**src/rtl/gcd_pkg.sv**
```systemverilog
// Shared constants, lane types and the CORDIC arctangent table of the distance core.
package gcd_pkg;

   // iteration count
   localparam int ITER_DEFAULT = 24;

   // port widths
   localparam int REQ_W  = 104;
   localparam int RSP_W  = 24;
   localparam int LAT_W  = 24;
   localparam int LON_W  = 25;
   localparam int DIST_W = 23;

   // degree to binary angle
   localparam int RED_W  = 26;
   localparam int HS_W   = 27;
   localparam int PROD_W = 53;
   localparam logic [RED_W-1:0] TURN2      = 26'd47185920;
   localparam logic [HS_W-1:0]  HALF_SCALE = 27'd95443718;

   // CORDIC datapath
   localparam int XY_W = 34;
   localparam int Z_W  = 34;
   localparam logic signed [XY_W-1:0] GAIN = 34'sd652032874;

   // Q30 products
   localparam int PW = 33;

   // square root
   localparam int RAD_W  = 62;
   localparam int REM_W  = 34;
   localparam int ROOT_W = 31;
   localparam int SQ_STEPS = 31;
   localparam logic [ROOT_W-1:0] ONE_Q30 = 31'h40000000;

   // distance scale is 2^32 + DIST_LO
   localparam logic [29:0] DIST_LO = 30'd951867617;

   typedef struct packed {
      logic signed [XY_W-1:0] x;
      logic signed [XY_W-1:0] y;
      logic signed [Z_W-1:0]  z;
      logic                   flip;
   } rot_type;

   typedef struct packed {
      logic [RAD_W-1:0]  rad;
      logic [REM_W-1:0]  rem;
      logic [ROOT_W-1:0] root;
   } sqrt_type;

   typedef struct packed {
      logic signed [XY_W-1:0] x;
      logic signed [XY_W-1:0] y;
      logic signed [Z_W-1:0]  z;
   } vec_type;

   // atan(2^-i) in binary angle units, 2^32 per turn
   function automatic logic [31:0] atan_turn(input logic [4:0] idx);
      logic [31:0] v;
      case (idx)
         5'd0:  v = 32'd536870912;
         5'd1:  v = 32'd316933406;
         5'd2:  v = 32'd167458907;
         5'd3:  v = 32'd85004756;
         5'd4:  v = 32'd42667331;
         5'd5:  v = 32'd21354465;
         5'd6:  v = 32'd10679838;
         5'd7:  v = 32'd5340245;
         5'd8:  v = 32'd2670163;
         5'd9:  v = 32'd1335087;
         5'd10: v = 32'd667544;
         5'd11: v = 32'd333772;
         5'd12: v = 32'd166886;
         5'd13: v = 32'd83443;
         5'd14: v = 32'd41722;
         5'd15: v = 32'd20861;
         5'd16: v = 32'd10430;
         5'd17: v = 32'd5215;
         5'd18: v = 32'd2608;
         5'd19: v = 32'd1304;
         5'd20: v = 32'd652;
         5'd21: v = 32'd326;
         5'd22: v = 32'd163;
         5'd23: v = 32'd81;
         5'd24: v = 32'd41;
         5'd25: v = 32'd20;
         5'd26: v = 32'd10;
         5'd27: v = 32'd5;
         5'd28: v = 32'd3;
         5'd29: v = 32'd1;
         5'd30: v = 32'd1;
         default: v = 32'd0;
      endcase
      return v;
   endfunction

endpackage

```
**src/rtl/gcd_vec_cell.sv**
```systemverilog
// One vectoring-mode CORDIC iteration with its output register.
module gcd_vec_cell #(
   parameter int IDX = 0
) (
   input  logic             clock,
   input  logic             en,
   input  gcd_pkg::vec_type cell_in,
   output gcd_pkg::vec_type cell_out
);

   gcd_pkg::vec_type cell_ff, cell_in_n;
   logic signed [gcd_pkg::XY_W-1:0] xi, yi, dx, dy;
   logic signed [gcd_pkg::Z_W-1:0]  zi, ang;

   // rotate the vector toward the x axis, accumulate the angle
   always_comb begin
      xi  = cell_in.x;
      yi  = cell_in.y;
      zi  = cell_in.z;
      dx  = yi >>> IDX;
      dy  = xi >>> IDX;
      ang = signed'({{(gcd_pkg::Z_W-32){1'b0}}, gcd_pkg::atan_turn(5'(IDX))});
      if (!yi[gcd_pkg::XY_W-1]) begin
         cell_in_n.x = xi + dx;
         cell_in_n.y = yi - dy;
         cell_in_n.z = zi + ang;
      end else begin
         cell_in_n.x = xi - dx;
         cell_in_n.y = yi + dy;
         cell_in_n.z = zi - ang;
      end
   end

   always_ff @(posedge clock) begin
      if (en) begin
         cell_ff <= cell_in_n;
      end
   end

   assign cell_out = cell_ff;

endmodule

```
**config.mk**
```make
export PLATFORM = sky130hd
export DESIGN_NAME = gcd_vec_cell
export DESIGN_NICKNAME = d
export VERILOG_FILES = /design/src/rtl/gcd_pkg.sv /design/src/rtl/gcd_vec_cell.sv
export SDC_FILE = /design/constraint.sdc
export NUM_CORES = 1
export LEC_CHECK = 0
export ABC_AREA = 1
export BUFFER_PORTS_ARGS = -buffer_cell sky130_fd_sc_hd__buf_2
export CORE_MARGIN = 2
export CORE_UTILIZATION = 44
export CTS_CLUSTER_DIAMETER = 60
export DETAILED_ROUTE_END_ITERATION = 12
export PLACE_DENSITY_LB_ADDON = 0.25
export SYNTH_ARGS = -nofsm -noshare
export SYNTH_HDL_FRONTEND = slang
export SYNTH_SLANG_ARGS = --single-unit
```
**constraint.sdc**
```tcl
create_clock -name clock -period 2.8 [get_ports clock]
set_input_delay 0.56 -clock clock [delete_from_list [all_inputs] [get_ports clock]]
set_output_delay 0.56 -clock clock [all_outputs]
set_load 0.01 [all_outputs]
```
==> results.sh <==
export IMPL_status="complete, no violations"
export IMPL_cts_resized_gates=0
export IMPL_overflow=0
export IMPL_slowest_delay_ps=460
export IMPL_synth_area_um2=10600
export IMPL_ys_seq_elements=101
export IMPL_firstDrtPassIters=6
export IMPL_synth_edff_count=101
export IMPL_grt_max_degree=71
export IMPL_cts_buffers=9
export IMPL_startpoint_type="primary input"
export IMPL_setup_tns_ps=0
export IMPL_ys_seq_area_share_pct=28.6
export IMPL_syn_inst=1585
export IMPL_die_y_um=159
export IMPL_antenna_found_initial=0
export IMPL_clock_sinks=101
export IMPL_design_core_area_um2=23600
export IMPL_place_congestion=0.970
export IMPL_power_density_nw_per_um2=437
export IMPL_grt_pass1_vias=10716
export IMPL_grt_first_pass_wirelength_um=55900
export IMPL_cts_hold_buffers=0
export IMPL_drv_slew=0
export IMPL_drc=0
export IMPL_die_x_um=159
export IMPL_max_freq_mhz=399
export IMPL_yosysWarnings=0
export IMPL_yosysUniqueCellTypes=43
export IMPL_cts_htree_levels=3
export IMPL_maxCapViolCount=0
export IMPL_grt_use_total_pct=27.9
export IMPL_ant_nets=0
export IMPL_leakage_nw=6.63
export IMPL_cpMaxStageDelayCell="a21oi_1"
export IMPL_clk_pin_slew_worst_paths_ps=80
export IMPL_grt_setup_unrepaired="no"
export IMPL_syn_area_per_cell_um2=6.70
export IMPL_wirelength_um=35700
export IMPL_fin_crit_sh_pct=89.4
export IMPL_cp_arrival_ps=2650
export IMPL_ioPinCount=206
export IMPL_critPathKind="primary input to register"
export IMPL_area_growth_pct=20.0
export IMPL_drtIter0Drc=1018
export IMPL_postCtsSetupRepairBufs=0
export IMPL_worstPathRequired_ps=2950
export IMPL_endpoint_kind="register"
export IMPL_finalHoldViolCount=0
export IMPL_placed_area_um2=12400
export IMPL_vias=11293
export IMPL_io_buffers=205
export IMPL_relSlewSlack_pct=59.8
export IMPL_hold_path_class="primary input to register"
export IMPL_row_count=56
export IMPL_viasPerCell=5.21
export IMPL_fin_crit_ps=2500
export IMPL_drive_gt1_share_pct=18.9
export IMPL_cts_buffer_depth=2
export IMPL_largest_reg_flops=101
export IMPL_synth_fp_nets=1796
export IMPL_crit_fanout=9
export IMPL_ys_flop_type="edfxtp_1"
export IMPL_irDropWorstVdd_uv=260
export IMPL_path_buf_inv=2
export IMPL_critical_path_top_delay_family="compound AO/OA/AOI/OAI gates"
export IMPL_dp_hpwl_um=29800
export IMPL_start_util_pct=45.0
export IMPL_design_area_um2=12700
export IMPL_wl_per_cell_um=16.5
export IMPL_cts_root_buffer="clkbuf_16"
export IMPL_worst_pin_slew_ps=603
export IMPL_finalSetupViolCount=0
export IMPL_cts_tree="yes"
export IMPL_synthArstFlopShare_pct=0
export IMPL_fillers=2408
export IMPL_worstPathCellList="buf_2, inv_1, ha_1, a21oi_1, o21ai_0, a21oi_1, nand2_1, xor2_1, o21ai_0"
export IMPL_die_area_um2=25400
export IMPL_fin_nets=2056
export IMPL_n_antenna_cell=0
[synthesized netlist by cell type (11+ instances only)]
cell	number	area share, %
xor2_1	26	2.1
nor2_1	135	4.8
buf_4	17	1.2
nand2_1	458	16
ha_1	103	12
inv_1	239	8.4
o21ai_0	82	3.9
nand4_1	14	0.82
edfxtp_1	101	29
buf_2	13	0.61
o21bai_1	13	0.92
o21ai_1	11	0.52
nand3_1	156	7.4
nor3_1	15	0.71
a21oi_1	116	5.5
[where the power goes]
group          total (mW)  internal, mW  switching, mW
Combinational        2.29         0.821           1.47
Sequential           1.95          1.90         0.0509
Clock                1.33         0.636          0.693
Total                5.57          3.36           2.21
[cell type report]
type | count | area, um^2 | area share, %
clock buffers | 9 | 225 | 1.77
clock inverters | 7 | 75.1 | 0.589
inverters | 247 | 927 | 7.28
multi-input cells | 1193 | 6360 | 49.9
flip-flops and latches | 101 | 3030 | 23.8
well taps | 319 | 399 | 3.13
repair buffers | 293 | 1730 | 13.5
[per-layer routing]
metal,up-vias,part of all wire [%],GRT usage [%]
li1,5648,-,-
met1,5115,44,38.6
met2,484,44,44.9
met3,46,9.0,4.92
met4,0,2.3,7.56
met5,-,0,0
[cells in the final DEF (no fill, tap or decap), types with 2 or more instances in the layout]
master     count
o211ai_1       2
o31ai_1        2
xor2_1        26
nand3b_1       4
inv_1        239
ha_1         103
a21o_1         2
nor2_2        10
nor2_4         2
nor2_1       135
nor3_2         2
nand4_1       14
o21ai_1       11
fa_1           4
o22ai_1        7
buf_12         3
or2_2          2
inv_8          3
buf_4         86
a21oi_1      116
a21oi_2        2
nand2_2        9
nor4_1         2
o21ai_0       82
a31oi_1        2
nand2_1      458
inv_2          8
nand3_1      156
nor3_1        15
nor4_2         2
o21bai_1      13
clkbuf_16      9
buf_2        204
clkinv_4       2
a21boi_0       2
edfxtp_1     101
[logic make-up (layout without fill, tap and decap cells)]
| group | Yosys count | in the layout | share of synthesized area [%] |
|---|---|---|---|
| xor gates and xnor gates | 27 | 27 | 2.23 |
| buffers and inverters | 291 | 556 | 11.6 |
| DFF | 101 | 101 | 28.6 |
| AOI/OAI and AO/OA | 242 | 242 | 12.1 |
| and+or+nand+nor | 816 | 816 | 32.5 |
| adders and majority gates | 107 | 107 | 12.9 |
| muxes | 1 | 1 | 0.0943 |
[worst paths after layout]
kind | from | end | slack, ps | depth (start not counted)
worst max-delay path | cell_in[48] | cell_out[83]$_DFFE_PP_ | 300 | 9
worst min-delay path | cell_in[17] | cell_out[17]$_DFFE_PP_ | 370 | 1
[stage by stage]
step                util, %  hold slack [ps]  total power [mW]  setup WS, ps  cells
global placement       52.7              736              4.21          34.0   2153
finish                 54.0              373              5.57           297   2169
floorplan                 -              659              3.34           548   1585
detailed placement     52.7              738              4.23          28.8   2153
CTS                    54.0              361              5.57           406   2169
global route           54.0              358              5.90           133   2169
Note: power is estimated with default switching activity, not from simulation.
