<file path="config.mk">
export PLATFORM = sky130hd
export DESIGN_NAME = gcd_rot_cell
export DESIGN_NICKNAME = d
export VERILOG_FILES = /design/src/rtl/gcd_pkg.sv /design/src/rtl/gcd_rot_cell.sv
export SDC_FILE = /design/constraint.sdc
export NUM_CORES = 1
export LEC_CHECK = 0
export BUFFER_PORTS_ARGS = -buffer_cell sky130_fd_sc_hd__buf_4
export CAP_MARGIN = 20
export CORE_ASPECT_RATIO = 0.75
export CORE_MARGIN = 1
export CORE_UTILIZATION = 24
export CTS_CLUSTER_SIZE = 16
export DETAILED_ROUTE_END_ITERATION = 6
export SLEW_MARGIN = 25
export SYNTH_ARGS = -nofsm -noshare
export SYNTH_HDL_FRONTEND = slang
export SYNTH_SLANG_ARGS = --single-unit
</file>
<file path="constraint.sdc">
create_clock -name clock -period 3.4 [get_ports clock]
set_input_delay 0.68 -clock clock [delete_from_list [all_inputs] [get_ports clock]]
set_output_delay 0.68 -clock clock [all_outputs]
set_load 0.02 [all_outputs]
</file>
<file path="src/rtl/gcd_pkg.sv">
// Shared constants, lane types and the CORDIC arctangent table of the distance core.
package gcd_pkg;

   // iteration count
   localparam int ITER_DEFAULT = 24;

   // port widths
   localparam int REQ_W  = 104;
   localparam int RSP_W  = 24;
   localparam int LAT_W  = 24;
   localparam int LON_W  = 25;
   localparam int DIST_W = 23;

   // degree to binary angle
   localparam int RED_W  = 26;
   localparam int HS_W   = 27;
   localparam int PROD_W = 53;
   localparam logic [RED_W-1:0] TURN2      = 26'd47185920;
   localparam logic [HS_W-1:0]  HALF_SCALE = 27'd95443718;

   // CORDIC datapath
   localparam int XY_W = 34;
   localparam int Z_W  = 34;
   localparam logic signed [XY_W-1:0] GAIN = 34'sd652032874;

   // Q30 products
   localparam int PW = 33;

   // square root
   localparam int RAD_W  = 62;
   localparam int REM_W  = 34;
   localparam int ROOT_W = 31;
   localparam int SQ_STEPS = 31;
   localparam logic [ROOT_W-1:0] ONE_Q30 = 31'h40000000;

   // distance scale is 2^32 + DIST_LO
   localparam logic [29:0] DIST_LO = 30'd951867617;

   typedef struct packed {
      logic signed [XY_W-1:0] x;
      logic signed [XY_W-1:0] y;
      logic signed [Z_W-1:0]  z;
      logic                   flip;
   } rot_type;

   typedef struct packed {
      logic [RAD_W-1:0]  rad;
      logic [REM_W-1:0]  rem;
      logic [ROOT_W-1:0] root;
   } sqrt_type;

   typedef struct packed {
      logic signed [XY_W-1:0] x;
      logic signed [XY_W-1:0] y;
      logic signed [Z_W-1:0]  z;
   } vec_type;

   // atan(2^-i) in binary angle units, 2^32 per turn
   function automatic logic [31:0] atan_turn(input logic [4:0] idx);
      logic [31:0] v;
      case (idx)
         5'd0:  v = 32'd536870912;
         5'd1:  v = 32'd316933406;
         5'd2:  v = 32'd167458907;
         5'd3:  v = 32'd85004756;
         5'd4:  v = 32'd42667331;
         5'd5:  v = 32'd21354465;
         5'd6:  v = 32'd10679838;
         5'd7:  v = 32'd5340245;
         5'd8:  v = 32'd2670163;
         5'd9:  v = 32'd1335087;
         5'd10: v = 32'd667544;
         5'd11: v = 32'd333772;
         5'd12: v = 32'd166886;
         5'd13: v = 32'd83443;
         5'd14: v = 32'd41722;
         5'd15: v = 32'd20861;
         5'd16: v = 32'd10430;
         5'd17: v = 32'd5215;
         5'd18: v = 32'd2608;
         5'd19: v = 32'd1304;
         5'd20: v = 32'd652;
         5'd21: v = 32'd326;
         5'd22: v = 32'd163;
         5'd23: v = 32'd81;
         5'd24: v = 32'd41;
         5'd25: v = 32'd20;
         5'd26: v = 32'd10;
         5'd27: v = 32'd5;
         5'd28: v = 32'd3;
         5'd29: v = 32'd1;
         5'd30: v = 32'd1;
         default: v = 32'd0;
      endcase
      return v;
   endfunction

endpackage

</file>
<file path="src/rtl/gcd_rot_cell.sv">
// One rotation-mode CORDIC iteration with its output register.
module gcd_rot_cell #(
   parameter int IDX = 0
) (
   input  logic             clock,
   input  logic             en,
   input  gcd_pkg::rot_type cell_in,
   output gcd_pkg::rot_type cell_out
);

   gcd_pkg::rot_type cell_ff, cell_in_n;
   logic signed [gcd_pkg::XY_W-1:0] xi, yi, dx, dy;
   logic signed [gcd_pkg::Z_W-1:0]  zi, ang;

   // rotate toward zero residual angle
   always_comb begin
      xi  = cell_in.x;
      yi  = cell_in.y;
      zi  = cell_in.z;
      dx  = yi >>> IDX;
      dy  = xi >>> IDX;
      ang = signed'({{(gcd_pkg::Z_W-32){1'b0}}, gcd_pkg::atan_turn(5'(IDX))});
      cell_in_n.flip = cell_in.flip;
      if (!zi[gcd_pkg::Z_W-1]) begin
         cell_in_n.x = xi - dx;
         cell_in_n.y = yi + dy;
         cell_in_n.z = zi - ang;
      end else begin
         cell_in_n.x = xi + dx;
         cell_in_n.y = yi - dy;
         cell_in_n.z = zi + ang;
      end
   end

   always_ff @(posedge clock) begin
      if (en) begin
         cell_ff <= cell_in_n;
      end
   end

   assign cell_out = cell_ff;

endmodule

</file>
==> results.json <==
{
  "outcome": "completed",
  "hpwl_um": 26900,
  "globalplace.congestion": 0.922,
  "fp.coreArea_um2": 37100,
  "setup.worst_path.start_class": "input pin",
  "worst-path-buf-inv": 2,
  "worstPathArrival_ns": 3.47,
  "power_leakage_nw": 5.83,
  "crit_chain": "buf_4, buf_4, ha_4, fa_2, nor2b_4, o2111ai_4, and3_4, o31ai_4, a221oi_4, o221a_4, o221ai_4, a221o_1, mux2i_1, xnor2_1",
  "p_int_mw": 3.14,
  "p_switching_mw": 1.83,
  "swShare_pct": 36.8,
  "clockPowerShare_pct": 20.8,
  "rsz0062_at_grt": "yes",
  "maxCapViolations": 0,
  "postCtsHoldBufs": 0,
  "yosysWarnings": 0,
  "worst_ep_required_time_ns": 3.52,
  "period_share_pct": 98.7,
  "finalHoldViolations": 0,
  "path_clk_slew_ns": 0.08,
  "power_mw": 4.97,
  "critical_path.top_delay_family": "compound AO/OA/AOI/OAI gates",
  "worst_slew_pin_slew_ns": 0.665,
  "worst_path_largest_cell_delay_ns": 0.41,
  "period_needed_ns": 3.36,
  "grt_pass1_wl_um": 48500,
  "maxSlewHeadroom_pct": 55.7,
  "drt_iter0_markers": 615,
  "ios": 208,
  "synthCells": 998,
  "drv_slew": 0,
  "antennaDiodeCount": 0,
  "wl_per_cell_um": 17.2,
  "layout-drive-gt1-share_pct": 35.4,
  "fmax_ghz": 0.298,
  "tns_ns": 0,
  "clk_path_buf_depth": 2,
  "synthMuxAreaShare_pct": 1.77,
  "wl_um": 32300,
  "cts_buffers": 9,
  "netlist.area_leader.share_pct": 33.8,
  "synth_adder_area_share_pct": 15.0,
  "synth-edff-count": 102,
  "die_x_um": 226,
  "drc": 0,
  "cp_max_fo": 3,
  "cts_tree": "built",
  "yosysTopAreaCell": "edfxtp_1",
  "io_buffers": 207,
  "slowest_stage": "fa_2",
  "antenna_found_initial": 0,
  "largest_reg_flops": 102,
  "ys.flop_type": "edfxtp_1",
  "syn_area_um2": 9060,
  "ys_ff_latch": 102,
  "critPathCaptureType": "flip-flop",
  "die_h_um": 170,
  "critPathMostFrequentCell": "buf_4",
  "path_class": "in2reg",
  "comb_power_share_pct": 45.3,
  "synth_area_leaders": "edfxtp_1 34%, ha_1 14%, a21oi_1 6.5%, xnor2_1 6.3%, nor2_1 4.1%",
  "powerDensity_nw_per_um2": 378,
  "nFillCells": 3875,
  "start_util_pct": 24.4,
  "vias": 8766,
  "root_buffer": "clkbuf_16",
  "first_global_vias": 8460,
  "ant_nets": 0,
  "syn_nets": 1209,
  "fin_ws_ns": 0.0437,
  "syn2layout_area_growth_pct": 45.1,
  "dp_slack_ns": -0.705,
  "synth_xor_xnor_area_share_pct": 6.67,
  "grt_max_degree": 56,
  "peakVddDrop_uv": 258,
  "ys_seq_area_share_pct": 33.8,
  "avgSynthCellArea_um2": 9.08,
  "synth_top_family_by_area": "compound AO/OA/AOI/OAI gates",
  "seqPwrFrac_pct": 33.9,
  "ys_types": 80,
  "first_pass_iters": 6,
  "fin_nets": 1583,
  "setup_violations": 0,
  "clkSinkCount": 102,
  "dieArea_um2": 38500,
  "synth-simple-area-share_pct": 12.4,
  "fp-row-count": 61,
  "gr-total-overflow": 0,
  "min_path_type": "in2reg",
  "synth_compound_area_share_pct": 23.6,
  "viasPerCell": 4.66,
  "async_flop_share_pct": 0,
  "holdWs_ns": 0.489,
  "track_usage_pct": 16.4,
  "h-tree-depth": 3
}
## cells in the mapped netlist, types with 3 or more instances
| cell type | instances |
|---|---|
| a21oi_1 | 118 |
| edfxtp_1 | 102 |
| ha_1 | 102 |
| nor2_1 | 99 |
| inv_1 | 96 |
| xnor2_1 | 65 |
| o21ai_0 | 50 |
| nand2_1 | 43 |
| nor3_1 | 23 |
| o21bai_1 | 22 |
| a21o_1 | 21 |
| clkbuf_1 | 20 |
| mux2i_1 | 16 |
| buf_1 | 12 |
| nand3_1 | 11 |
| nor2b_1 | 11 |
| o21a_1 | 11 |
| nand4_1 | 10 |
| o31ai_1 | 10 |
| nand2b_1 | 8 |
| a211oi_1 | 6 |
| buf_2 | 6 |
| buf_4 | 6 |
| clkinv_1 | 6 |
| o211ai_1 | 6 |
| o31a_1 | 6 |
| a31oi_1 | 5 |
| nor4_1 | 5 |
| a2111oi_0 | 4 |
| fa_1 | 4 |
| o21ai_1 | 4 |
| o311ai_0 | 4 |
| or2_2 | 4 |
| or3_1 | 4 |
| or4_1 | 4 |
| xor2_1 | 4 |
| a21boi_0 | 3 |
| a221o_1 | 3 |
| and3_1 | 3 |
| o32ai_1 | 3 |
| o41a_1 | 3 |
| o41ai_1 | 3 |
## area by class of cell
| class | count | area, um^2 | share of cell area, % |
|---|---|---|---|
| tap | 504 | 631 | 4.80 |
| sequential | 102 | 3060 | 23.3 |
| clock buffer | 9 | 225 | 1.71 |
| inverter | 103 | 392 | 2.98 |
| timing repair buffer | 410 | 3090 | 23.5 |
| multi-input combinational | 746 | 5670 | 43.2 |
| clock inverter | 7 | 71.3 | 0.542 |
## cells in the final DEF, fill, tap and decap left out, types with 5 or more instances in the layout
cell type and count:
inv_1 96, buf_4 409, a21oi_1 115, nand2b_1 8, nor4_1 5, mux2i_1 16, clkinv_1 6, a21oi_2 5
nor3_1 23, o31a_1 6, clkbuf_16 9, a21o_1 21, nor2b_1 9, o21ai_0 46, o211ai_1 6, a211oi_1 6
nand4_1 10, xnor2_1 65, edfxtp_1 102, nor2_1 98, o21a_1 11, nand2_1 43, o21bai_1 22, nand3_1 10
ha_1 97, o31ai_1 8
## repair_timing
item	in CTS	in global routing
pin swaps	4	20
setup buffers	0	7
endpoints found under the setup margin	24	22
resized for setup	17	39
## worst paths after layout
path | slack, ns | cells after the start | to | start
max | 0.04 | 14 | cell_out[101]$_DFFE_PP_ | cell_in[35]
min | 0.49 | 1 | cell_out[15]$_DFFE_PP_ | cell_in[15]
## per-stage QoR
stage	std cells	instance area [um^2]	utilization, %
after floorplan	998	9060	-
after global placement	1858	12500	33.7
after detailed placement	1858	12500	33.7
after CTS	1874	12900	34.7
after global routing	1881	13100	35.4
final	1881	13100	35.4
## cells by family after synthesis
| family | after synthesis |
|---|---|
| AOI/OAI and AO/OA | 319 |
| and+or+nand+nor | 236 |
| buffers and inverters | 150 |
| adders and majority gates | 106 |
| DFF | 102 |
| xor gates and xnor gates | 69 |
| muxes | 16 |
## per-layer routing
metal / track usage [%] / routed length [um] / vias up
met3: 2.80 / 2280 / 17
met1: 25.2 / 16400 / 4130
met5: 0 / 0 / -
met2: 23.4 / 13300 / 306
li1: - / - / 4313
met4: 3.14 / 344 / 0
## power by group through the flow
stage | Sequential (mW) | Clock, mW | Combinational, mW
finish | 1.68 | 1.04 | 2.25
global placement | 1.71 | 0 | 2.14
CTS | 1.69 | 1.07 | 2.18
global route | 1.70 | 1.11 | 2.42
detailed placement | 1.71 | 0 | 2.15
floorplan | 1.93 | 0 | 0.914
Power figures use the tool's default switching activity.
