File: src/rtl/gcd_pkg.sv
// Shared constants, lane types and the CORDIC arctangent table of the distance core.
package gcd_pkg;

   // iteration count
   localparam int ITER_DEFAULT = 24;

   // port widths
   localparam int REQ_W  = 104;
   localparam int RSP_W  = 24;
   localparam int LAT_W  = 24;
   localparam int LON_W  = 25;
   localparam int DIST_W = 23;

   // degree to binary angle
   localparam int RED_W  = 26;
   localparam int HS_W   = 27;
   localparam int PROD_W = 53;
   localparam logic [RED_W-1:0] TURN2      = 26'd47185920;
   localparam logic [HS_W-1:0]  HALF_SCALE = 27'd95443718;

   // CORDIC datapath
   localparam int XY_W = 34;
   localparam int Z_W  = 34;
   localparam logic signed [XY_W-1:0] GAIN = 34'sd652032874;

   // Q30 products
   localparam int PW = 33;

   // square root
   localparam int RAD_W  = 62;
   localparam int REM_W  = 34;
   localparam int ROOT_W = 31;
   localparam int SQ_STEPS = 31;
   localparam logic [ROOT_W-1:0] ONE_Q30 = 31'h40000000;

   // distance scale is 2^32 + DIST_LO
   localparam logic [29:0] DIST_LO = 30'd951867617;

   typedef struct packed {
      logic signed [XY_W-1:0] x;
      logic signed [XY_W-1:0] y;
      logic signed [Z_W-1:0]  z;
      logic                   flip;
   } rot_type;

   typedef struct packed {
      logic [RAD_W-1:0]  rad;
      logic [REM_W-1:0]  rem;
      logic [ROOT_W-1:0] root;
   } sqrt_type;

   typedef struct packed {
      logic signed [XY_W-1:0] x;
      logic signed [XY_W-1:0] y;
      logic signed [Z_W-1:0]  z;
   } vec_type;

   // atan(2^-i) in binary angle units, 2^32 per turn
   function automatic logic [31:0] atan_turn(input logic [4:0] idx);
      logic [31:0] v;
      case (idx)
         5'd0:  v = 32'd536870912;
         5'd1:  v = 32'd316933406;
         5'd2:  v = 32'd167458907;
         5'd3:  v = 32'd85004756;
         5'd4:  v = 32'd42667331;
         5'd5:  v = 32'd21354465;
         5'd6:  v = 32'd10679838;
         5'd7:  v = 32'd5340245;
         5'd8:  v = 32'd2670163;
         5'd9:  v = 32'd1335087;
         5'd10: v = 32'd667544;
         5'd11: v = 32'd333772;
         5'd12: v = 32'd166886;
         5'd13: v = 32'd83443;
         5'd14: v = 32'd41722;
         5'd15: v = 32'd20861;
         5'd16: v = 32'd10430;
         5'd17: v = 32'd5215;
         5'd18: v = 32'd2608;
         5'd19: v = 32'd1304;
         5'd20: v = 32'd652;
         5'd21: v = 32'd326;
         5'd22: v = 32'd163;
         5'd23: v = 32'd81;
         5'd24: v = 32'd41;
         5'd25: v = 32'd20;
         5'd26: v = 32'd10;
         5'd27: v = 32'd5;
         5'd28: v = 32'd3;
         5'd29: v = 32'd1;
         5'd30: v = 32'd1;
         default: v = 32'd0;
      endcase
      return v;
   endfunction

endpackage

File: src/rtl/gcd_sqrt_cell.sv
// One digit step of a restoring integer square root with its output register.
module gcd_sqrt_cell (
   input  logic              clock,
   input  logic              en,
   input  gcd_pkg::sqrt_type cell_in,
   output gcd_pkg::sqrt_type cell_out
);

   gcd_pkg::sqrt_type cell_ff, cell_in_n;
   logic [gcd_pkg::REM_W-1:0] rem_sh, trial;

   // bring down two radicand bits, try the next root bit
   always_comb begin
      rem_sh = {cell_in.rem[gcd_pkg::REM_W-3:0],
                cell_in.rad[gcd_pkg::RAD_W-1:gcd_pkg::RAD_W-2]};
      trial  = {{(gcd_pkg::REM_W-gcd_pkg::ROOT_W-2){1'b0}}, cell_in.root, 2'b01};
      cell_in_n.rad = {cell_in.rad[gcd_pkg::RAD_W-3:0], 2'b00};
      if (rem_sh >= trial) begin
         cell_in_n.rem  = rem_sh - trial;
         cell_in_n.root = {cell_in.root[gcd_pkg::ROOT_W-2:0], 1'b1};
      end else begin
         cell_in_n.rem  = rem_sh;
         cell_in_n.root = {cell_in.root[gcd_pkg::ROOT_W-2:0], 1'b0};
      end
   end

   always_ff @(posedge clock) begin
      if (en) begin
         cell_ff <= cell_in_n;
      end
   end

   assign cell_out = cell_ff;

endmodule

File: config.mk
export PLATFORM = sky130hd
export DESIGN_NAME = gcd_sqrt_cell
export DESIGN_NICKNAME = d
export VERILOG_FILES = /design/src/rtl/gcd_pkg.sv /design/src/rtl/gcd_sqrt_cell.sv
export SDC_FILE = /design/constraint.sdc
export NUM_CORES = 1
export LEC_CHECK = 0
export BUFFER_PORTS_ARGS = -buffer_cell sky130_fd_sc_hd__buf_2
export CAP_MARGIN = 20
export CORE_MARGIN = 3
export CORE_UTILIZATION = 28
export CTS_BUF_LIST = sky130_fd_sc_hd__clkbuf_4
export CTS_CLUSTER_SIZE = 14
export DETAILED_ROUTE_END_ITERATION = 16
export PLACE_DENSITY_LB_ADDON = 0.12
export SYNTH_ARGS = -nofsm -noshare
export SYNTH_HDL_FRONTEND = slang
export SYNTH_SLANG_ARGS = --single-unit
File: constraint.sdc
create_clock -name clock -period 5.1 [get_ports clock]
set_clock_uncertainty 0.2 [all_clocks]
set_input_delay 0.51 -clock clock [delete_from_list [all_inputs] [get_ports clock]]
set_output_delay 0.51 -clock clock [all_outputs]
set_load 0.02 [all_outputs]
==> flow_summary.toml, run 1 <==
[global_route]
grt_util_met1_pct = 19.7
gr-total-overflow = 0
use_met3_pct = 4.56
grt_pass1_vias = 5327
grt_max_degree = 91
met2_usage_pct = 26.1
antenna_found_initial = 1
gr-max-usage-layer = "met2"
track_usage_pct = 15.5
grt_pass1_wl_mm = 29.1

[synthesis]
synth_area_sq_um = 6210
synth_top_cell_by_area = "edfxtp_1"
avgSynthCellArea_sq_um = 12.2
ys_async_sr_fraction_pct = 0
ys_seq_area_share_pct = 60.5
synth_warnings = 0
ys_ff_latch = 125
synthDistinctLibCells = 58
synthCells = 508
synth_edf_count = 125
synth.area.top_cells = "edfxtp_1, ha_1, a21oi_1"
ys.flop_type = "edfxtp_1"
yosys.area.top_type_share_pct = 60.5

[routing]
ant_nets = 0
drcViolationCount = 0
firstDrtPassIters = 4
routedWlPerCell_um = 16.5
vias_per_cell = 4.56
drt_iter0_markers = 276
vias = 5216
routed_wl_mm = 18.8

[final_layout]
largest_register_ffs = 125
most-common-layout-cells = "buf_2, edfxtp_1, dlygate4sd3_1, inv_1, a21oi_1"
drive_gt1_share_pct = 35.1
final_cell_count_no_fill = 1144
area_growth_pct = 43.5
mostFrequentLayoutCell = "buf_2"
fin_nets = 1018
finalInstanceArea_sq_um = 8910
antennaDiodeCount = 0

[timing]
finalMaxSlewViolations = 0
hold_viol = 0
min_period_over_period_pct = 70.1
setup_viol = 0
setup_slack_ps = 1530
max_freq_mhz = 280
slew_headroom_pct = 42.5
rsz0062_at_grt = "false"
worstMarginPinSlew_ps = 863
finalSetupTns_ps = 0
period_needed_ps = 3570

[hold_path]
min_path_type = "input pin to flop"
holdPathStages = 3
hold_path_end = "cell_out[44]"
min_from = "cell_in[42]"

[floorplan]
num_rows = 53
dieHeight_um = 155
io_pins = 256
design.die.area_sq_um = 24000
die_width_um = 155
core_area_sq_um = 21400
start_util_pct = 29.0

[pwr]
powerDensity_nw_per_um2 = 305
p_leak_nw = 3.94
ir_drop_mv = 0.123

[outcome]
run_status = "complete, no violations"

[placement]
place_congestion = 0.816
port_buffers = 251
dp.cells = 1021
dp_hpwl_mm = 14.0
post_dp_cell_area_sq_um = 7720
place_ws_ps = 1430

[setup_path]
cp.required_ps = 5190
crit_family = "buffers and inverters"
path_cells = "dlygate4sd3_1, buf_2, inv_1, ha_1, nand2_1, o21ai_0, a21oi_1, a31o_2, nand3_1, o21ai_4, inv_2, and4_1, nor3_1"
crit_slowest_cell = "inv_2"
cp-end-kind = "flop"
crit_type = "input pin to flop"
cp_max_fo = 38
arrival_ps = 3660
start_kind = "input pin"
crit_buf_inv = 4
slowest_delay_ps = 550

[job]
maxCapViolations = 0

[clocking]
clkTransAtPathRegs_ps = 140
numCtsBuffers = 17
cts_tree = "done"
cts.sinks = 125
htree_levels = 4
cts_resized = 0
clockBufferDepth = 2
cts_root_buf = "clkbuf_4"
==> metrics by stage <==
stage	hold slack (ps)	utilization, %	power (mW)
finish	58.7	41.6	2.72
CTS	1.64	41.6	2.78
global placement	488	36.0	1.98
detailed placement	488	36.0	1.98
global route	14.9	41.6	2.88
floorplan	409	-	1.74
==> area by class of cell <==
| class | instances | area [sq um] |
|---|---|---|
| Clock inverter | 15 | 150 |
| Timing Repair Buffer | 344 | 2190 |
| Sequential cell | 125 | 3750 |
| Tap cell | 275 | 344 |
| Fill cell | 2138 | 12500 |
| Clock buffer | 17 | 128 |
| Multi-Input combinational cell | 324 | 2180 |
| Inverter | 44 | 165 |
==> cells by family after synthesis <==
kind of cell | Yosys count | synth area share, %
flops | 125 | 60.5
simple gates | 131 | 10.0
mux | 3 | 0.504
xor+xnor | 22 | 3.10
buf+inv | 60 | 4.49
other cells | 1 | 0.0604
compound gates | 133 | 14.7
fa+ha+maj | 33 | 6.65
==> tightest hold or removal path, cell delays in order <==
cell,delay [ps]
buf_2,90
nand2_1,40
o21ai_0,60
==> worst max-delay path by stage <==
stage,from,endpoint,cells after the start
2_1_floorplan,cell_in[0],cell_out[63],11
3_3_place_gp,cell_in[23],cell_out[57],12
3_5_place_dp,cell_in[7],cell_out[57],12
4_1_cts,cell_in[8],cell_out[57],13
5_1_grt,cell_in[23],cell_out[57],13
6_report,cell_in[23],cell_out[57],13
==> routing by layer <==
| layer | vias up | share of wire (%) |
|---|---|---|
| met5 | - | 0.037 |
| met4 | 2 | 0.84 |
| met3 | 12 | 7.5 |
| met2 | 189 | 47 |
| met1 | 2435 | 45 |
| li1 | 2578 | - |
==> cells in the mapped netlist, drive strengths merged, types with 2 or more instances <==
library cell / instances
buf: 9
a21oi: 44
and2: 2
a31o: 2
o21bai: 2
nand2b: 4
o221ai: 2
nand4: 6
edfxtp: 125
o31ai: 8
a211oi: 7
nor2: 40
nand3: 13
a31oi: 4
o211ai: 6
clkbuf: 7
xnor2: 10
o211a: 2
ha: 33
xor2: 12
and3: 5
o31a: 2
and4: 3
nor3: 10
or3: 6
inv: 44
nor2b: 2
mux2i: 2
a21o: 16
o21a: 4
o21ai: 26
nand2: 37
==> report_power, final <==
part	switching [mW]	internal, mW	total (mW)
logic	0.444	0.281	0.725
clock network	0.456	0.257	0.713
registers	0.0230	1.26	1.28
==> repair_timing <==
item                                   CTS  global route
endpoints found under the hold margin   91             0
buffers inserted                         0             0
hold buffers                            91             0
No activity file was read; power rests on OpenSTA's default activity.
==> inputs of run 2 (changes only) <==
==> constraint.sdc (replaced) <==
create_clock -name clock -period 3.6 [get_ports clock]
set_clock_uncertainty 0.2 [all_clocks]
set_input_delay 0.36 -clock clock [delete_from_list [all_inputs] [get_ports clock]]
set_output_delay 0.36 -clock clock [all_outputs]
set_load 0.02 [all_outputs]
==> run 2 against run 1 <==
Compared with the run above:
- via count grew 1.8%
- non-clock buffer count grew 38
- first-iteration DRC count is 14% lower
- flip-flop and latch count is the same
- hold slack improved by 17 ps
- sequential power up 42%
- combinational power rose by 49%
- final cell count rose by 3.3%
- count of clock-buffer cells in the layout unchanged
- global-route usage increased by 0.25 points
- critical path depth did not move
- setup slack got worse by 1300 ps
- critical path type unchanged
- largest cell class unchanged
==> flow_summary.toml, run 2 (synthesis results as in run 1) <==
[clocking]
cts_setup_buffers = 0
cts_resized = 0
cts_root_buf = "clkbuf_4"
clockBufferDepth = 2
numCtsBuffers = 17
cts_tree = "done"
htree_levels = 4
cts.sinks = 125
clkTransAtPathRegs_ps = 150

[timing]
hold_viol = 0
rsz0062_at_grt = "false"
finalMaxSlewViolations = 0
period_needed_ps = 3400
worstMarginPinSlew_ps = 580
slew_headroom_pct = 61.3
finalSetupTns_ps = 0
max_freq_mhz = 294
setup_viol = 0
min_period_over_period_pct = 94.6

[final_layout]
fin_util_pct = 43.5
area_growth_pct = 50.1
final_cell_count_no_fill = 1182
antennaDiodeCount = 0
fill_cells = 2073
drive_gt1_share_pct = 34.2
most-common-layout-cells = "buf_2, edfxtp_1, dlygate4sd3_1, inv_1, a21oi_1"
fin_nets = 1056
largest_register_ffs = 125
mostFrequentLayoutCell = "buf_2"

[global_route]
track_usage_pct = 15.7
antenna_found_initial = 0
gr-total-overflow = 0
grt_pass1_vias = 5628
grt_pass1_wl_mm = 29.8
grt_max_degree = 71

[routing]
drcViolationCount = 0
route.met2.wl_mm = 8.94
route.met3.wl_mm = 1.29
vias = 5308
routed_wl_mm = 19.2
drt_iter0_markers = 236
top_layer = "met4"
routedWlPerCell_um = 16.2
ant_nets = 0
firstDrtPassIters = 4
wl_met1_mm = 8.77
vias_per_cell = 4.49

[floorplan]
num_rows = 53
io_pins = 256
core_area_sq_um = 21400
dieHeight_um = 155
start_util_pct = 29.0
design.die.area_sq_um = 24000
die_width_um = 155

[hold_path]
min_from = "en"
min_path_type = "input pin to flop"
hold_path_end = "cell_out[17]"
holdPathStages = 1

[setup_path]
cp_max_fo = 29
slowest_delay_ps = 540
crit_slowest_cell = "dlygate4sd3_1"
path_cells = "dlygate4sd3_1, buf_2, inv_1, ha_1, nor2b_4, o31a_1, o31ai_2, a21oi_2, o211a_4, o21ai_4, buf_4, a31oi_1, a32o_1"
worstSetupStartpoint = "cell_in[0]"
arrival_ps = 3510
cp-end-kind = "flop"
crit_type = "input pin to flop"
cp.required_ps = 3710
start_kind = "input pin"

[outcome]
run_status = "complete, no violations"

[job]
maxCapViolations = 0

[placement]
place_congestion = 0.841
port_buffers = 251
dp.cells = 1026
dp_hpwl_mm = 14.1

[pwr]
powerDensity_nw_per_um2 = 424
ir_drop_mv = 0.158
p_leak_nw = 4.13
-- run 2: per-stage QoR --
| step | setup slack (ps) | hold WS (ps) | cell area (sq um) | total power, mW |
|---|---|---|---|---|
| 4_1_cts | 227 | 43.2 | 9320 | 4.02 |
| 3_3_place_gp | 207 | 338 | 7780 | 2.82 |
| 5_1_grt | 79.7 | 41.0 | 9320 | 4.18 |
| 6_report | 195 | 76.1 | 9320 | 3.95 |
| 3_5_place_dp | 170 | 339 | 7780 | 2.83 |
| 2_1_floorplan | 764 | 259 | 6210 | 2.47 |
-- run 2: worst max path at each step --
stage	slack (ps)	to
CTS	230	cell_out[63]
floorplan	760	cell_out[63]
finish	200	cell_out[63]
detailed placement	170	cell_out[63]
global route	80	cell_out[63]
global placement	210	cell_out[63]
-- run 2: worst max-delay path, delay by kind of cell --
kind	cells	cell delay [ps]
and+or+nand+nor	1	150
buffers and inverters	4	1050
AOI/OAI and AO/OA	7	1600
adders and majority gates	1	340
-- run 2: layout make-up --
cell class                 instances  area [sq um]  share of cell area [%]
inverter                          44           165                    1.77
timing repair buffer             382          2580                    27.7
multi-input combinational        324          2180                    23.4
sequential                       125          3750                    40.3
clock buffer                      17           128                    1.37
tap                              275           344                    3.69
clock inverter                    15           169                    1.81
-- run 2: routing by layer --
layer,track usage (%),up-vias
met2,26.4,202
met5,0,-
met4,3.95,0
li1,-,2659
met1,20.4,2436
met3,3.84,11
-- run 2: timing repair --
item / CTS / global route
hold buffers: 124 / 0
hold endpoints to repair: 124 / 0
endpoints found under the setup margin: 0 / 0
-- run 2: power by group --
part           switching [mW]  leakage [nW]  internal [mW]
clock                   0.674         0.159          0.382
sequential             0.0354          1.22           1.78
combinational           0.640          2.74          0.436
total                    1.35          4.13           2.60
==> inputs of run 3 (changes only) <==
--- a/config.mk
+++ b/config.mk
@@ -7,12 +7,11 @@
 export LEC_CHECK = 0
 export BUFFER_PORTS_ARGS = -buffer_cell sky130_fd_sc_hd__buf_2
 export CAP_MARGIN = 20
-export CORE_MARGIN = 3
 export CORE_UTILIZATION = 28
 export CTS_BUF_LIST = sky130_fd_sc_hd__clkbuf_4
 export CTS_CLUSTER_SIZE = 14
 export DETAILED_ROUTE_END_ITERATION = 16
-export PLACE_DENSITY_LB_ADDON = 0.12
+export PLACE_DENSITY_LB_ADDON = 0.25
 export SYNTH_ARGS = -nofsm -noshare
 export SYNTH_HDL_FRONTEND = slang
 export SYNTH_SLANG_ARGS = --single-unit
==> run 3 against run 2 <==
Compared with the run above:
- hold slack improved by 72 ps
- sequential power about the same
- first-iteration DRC count decreased by 13%
- clock power increased by 12%
- final cell count increased by 0.34%
- die area decreased by 5.1%
- via count increased by 1.4%
- critical path depth increased by 1
- highest routed layer unchanged
==> flow_summary.toml, run 3 (synthesis results as in run 1) <==
[outcome]
run_status = "complete, no violations"

[clocking]
cts_setup_buffers = 0
clkTransAtPathRegs_ps = 130
cts.sinks = 125
numCtsBuffers = 17
cts_tree = "done"
clockBufferDepth = 2
htree_levels = 4
holdBufCountCts = 123
cts_resized = 0
cts_root_buf = "clkbuf_4"

[floorplan]
num_rows = 54
design.die.area_sq_um = 22800
die_width_um = 151
start_util_pct = 28.5
core_area_sq_um = 21800
dieHeight_um = 151
io_pins = 256

[hold_path]
min_path_type = "input pin to flop"
holdPathStages = 1

[setup_path]
cp-end-kind = "flop"
cp_max_fo = 22
cp.required_ps = 3680
crit_type = "input pin to flop"
arrival_ps = 3400
start_kind = "input pin"

[routing]
vias_per_cell = 4.54
drcViolationCount = 0
ant_nets = 0
vias = 5382
drt_iter0_markers = 206
routedWlPerCell_um = 15.7
firstDrtPassIters = 4
routed_wl_mm = 18.7

[global_route]
grt_pass1_wl_mm = 27.0
track_usage_pct = 15.9
antenna_found_initial = 1
grt_pass1_vias = 5227
grt_max_degree = 74
gr-total-overflow = 0

[final_layout]
mostFrequentLayoutCell = "buf_2"
final_cell_count_no_fill = 1186
area_growth_pct = 51.0
fin_util_pct = 43.1
fin_nets = 1054
multi_input_area_sq_um = 2180
most-common-layout-cells = "buf_2, edfxtp_1, dlygate4sd3_1, inv_1, a21oi_1"
largest_register_ffs = 125
drive_gt1_share_pct = 34.0
finalInstanceArea_sq_um = 9370
fill_cells = 2092
regArea_sq_um = 3750

[placement]
dp.cells = 1029
dp_hpwl_mm = 13.4
port_buffers = 251
post_dp_cell_area_sq_um = 7780
place_ws_ps = 231
place_congestion = 0.815

[pwr]
ir_drop_mv = 0.195
p_leak_nw = 4.14
p_clk_share_pct = 29.2
finalPower_mw = 4.09
p_sw_share_pct = 31.7
p_int_mw = 2.80
power_frac_comb_pct = 26.3
seqPwrFrac_pct = 44.5
switching_power_mw = 1.30
powerDensity_nw_per_um2 = 437

[timing]
worstMarginPinSlew_ps = 699
hold_viol = 0
max_freq_mhz = 302
period_needed_ps = 3320
finalMaxSlewViolations = 0
setup_viol = 0
rsz0062_at_grt = "false"
holdWs_ps = 148
slew_headroom_pct = 53.4
min_period_over_period_pct = 92.1
setup_slack_ps = 284
finalSetupTns_ps = 0

[job]
maxCapViolations = 0
run 3: changes by cell type in the layout (fill, tap and decap cells not counted), moves of 2 or more:
cell,previous run,this run
inv_8,4,1
buf_4,5,2
inv_6,6,4
bufinv_16,1,4
run 3: critical path, stage by stage:
cell,delay (ps)
dlygate4sd3_1,530
buf_2,110
inv_1,40
ha_1,340
nor2b_4,150
o31a_1,280
o31ai_2,330
a21oi_2,160
o211a_4,310
o21ai_4,190
inv_2,240
buf_4,240
nor2_1,80
a21oi_1,40
run 3: worst paths after layout:
| path | start | to | slack, ps |
|---|---|---|---|
| max | cell_in[0] | cell_out[55] | 280 |
| min | en | cell_out[72] | 150 |
run 3: layer usage:
layer	GRT usage (%)	wire length (um)
met4	5.65	267
met3	3.67	1170
met5	0	0
met1	19.1	8230
met2	27.5	9000
run 3: area by class of cell:
cell class | count | share of cell area, %
inverter | 44 | 1.76
multi-input combinational | 324 | 23.2
sequential | 125 | 40.1
timing repair buffer | 380 | 27.5
clock buffer | 18 | 1.44
antenna | 1 | 0.0267
tap | 280 | 3.74
clock inverter | 14 | 2.22
run 3: power groups by stage:
stage                     Sequential (mW)  Clock, mW  Combinational [mW]
after floorplan                      2.05          0               0.414
after global placement               1.85          0               0.965
after detailed placement             1.86          0               0.971
after CTS                            1.82       1.24                1.08
after global routing                 1.84       1.29                1.18
final                                1.82       1.19                1.08
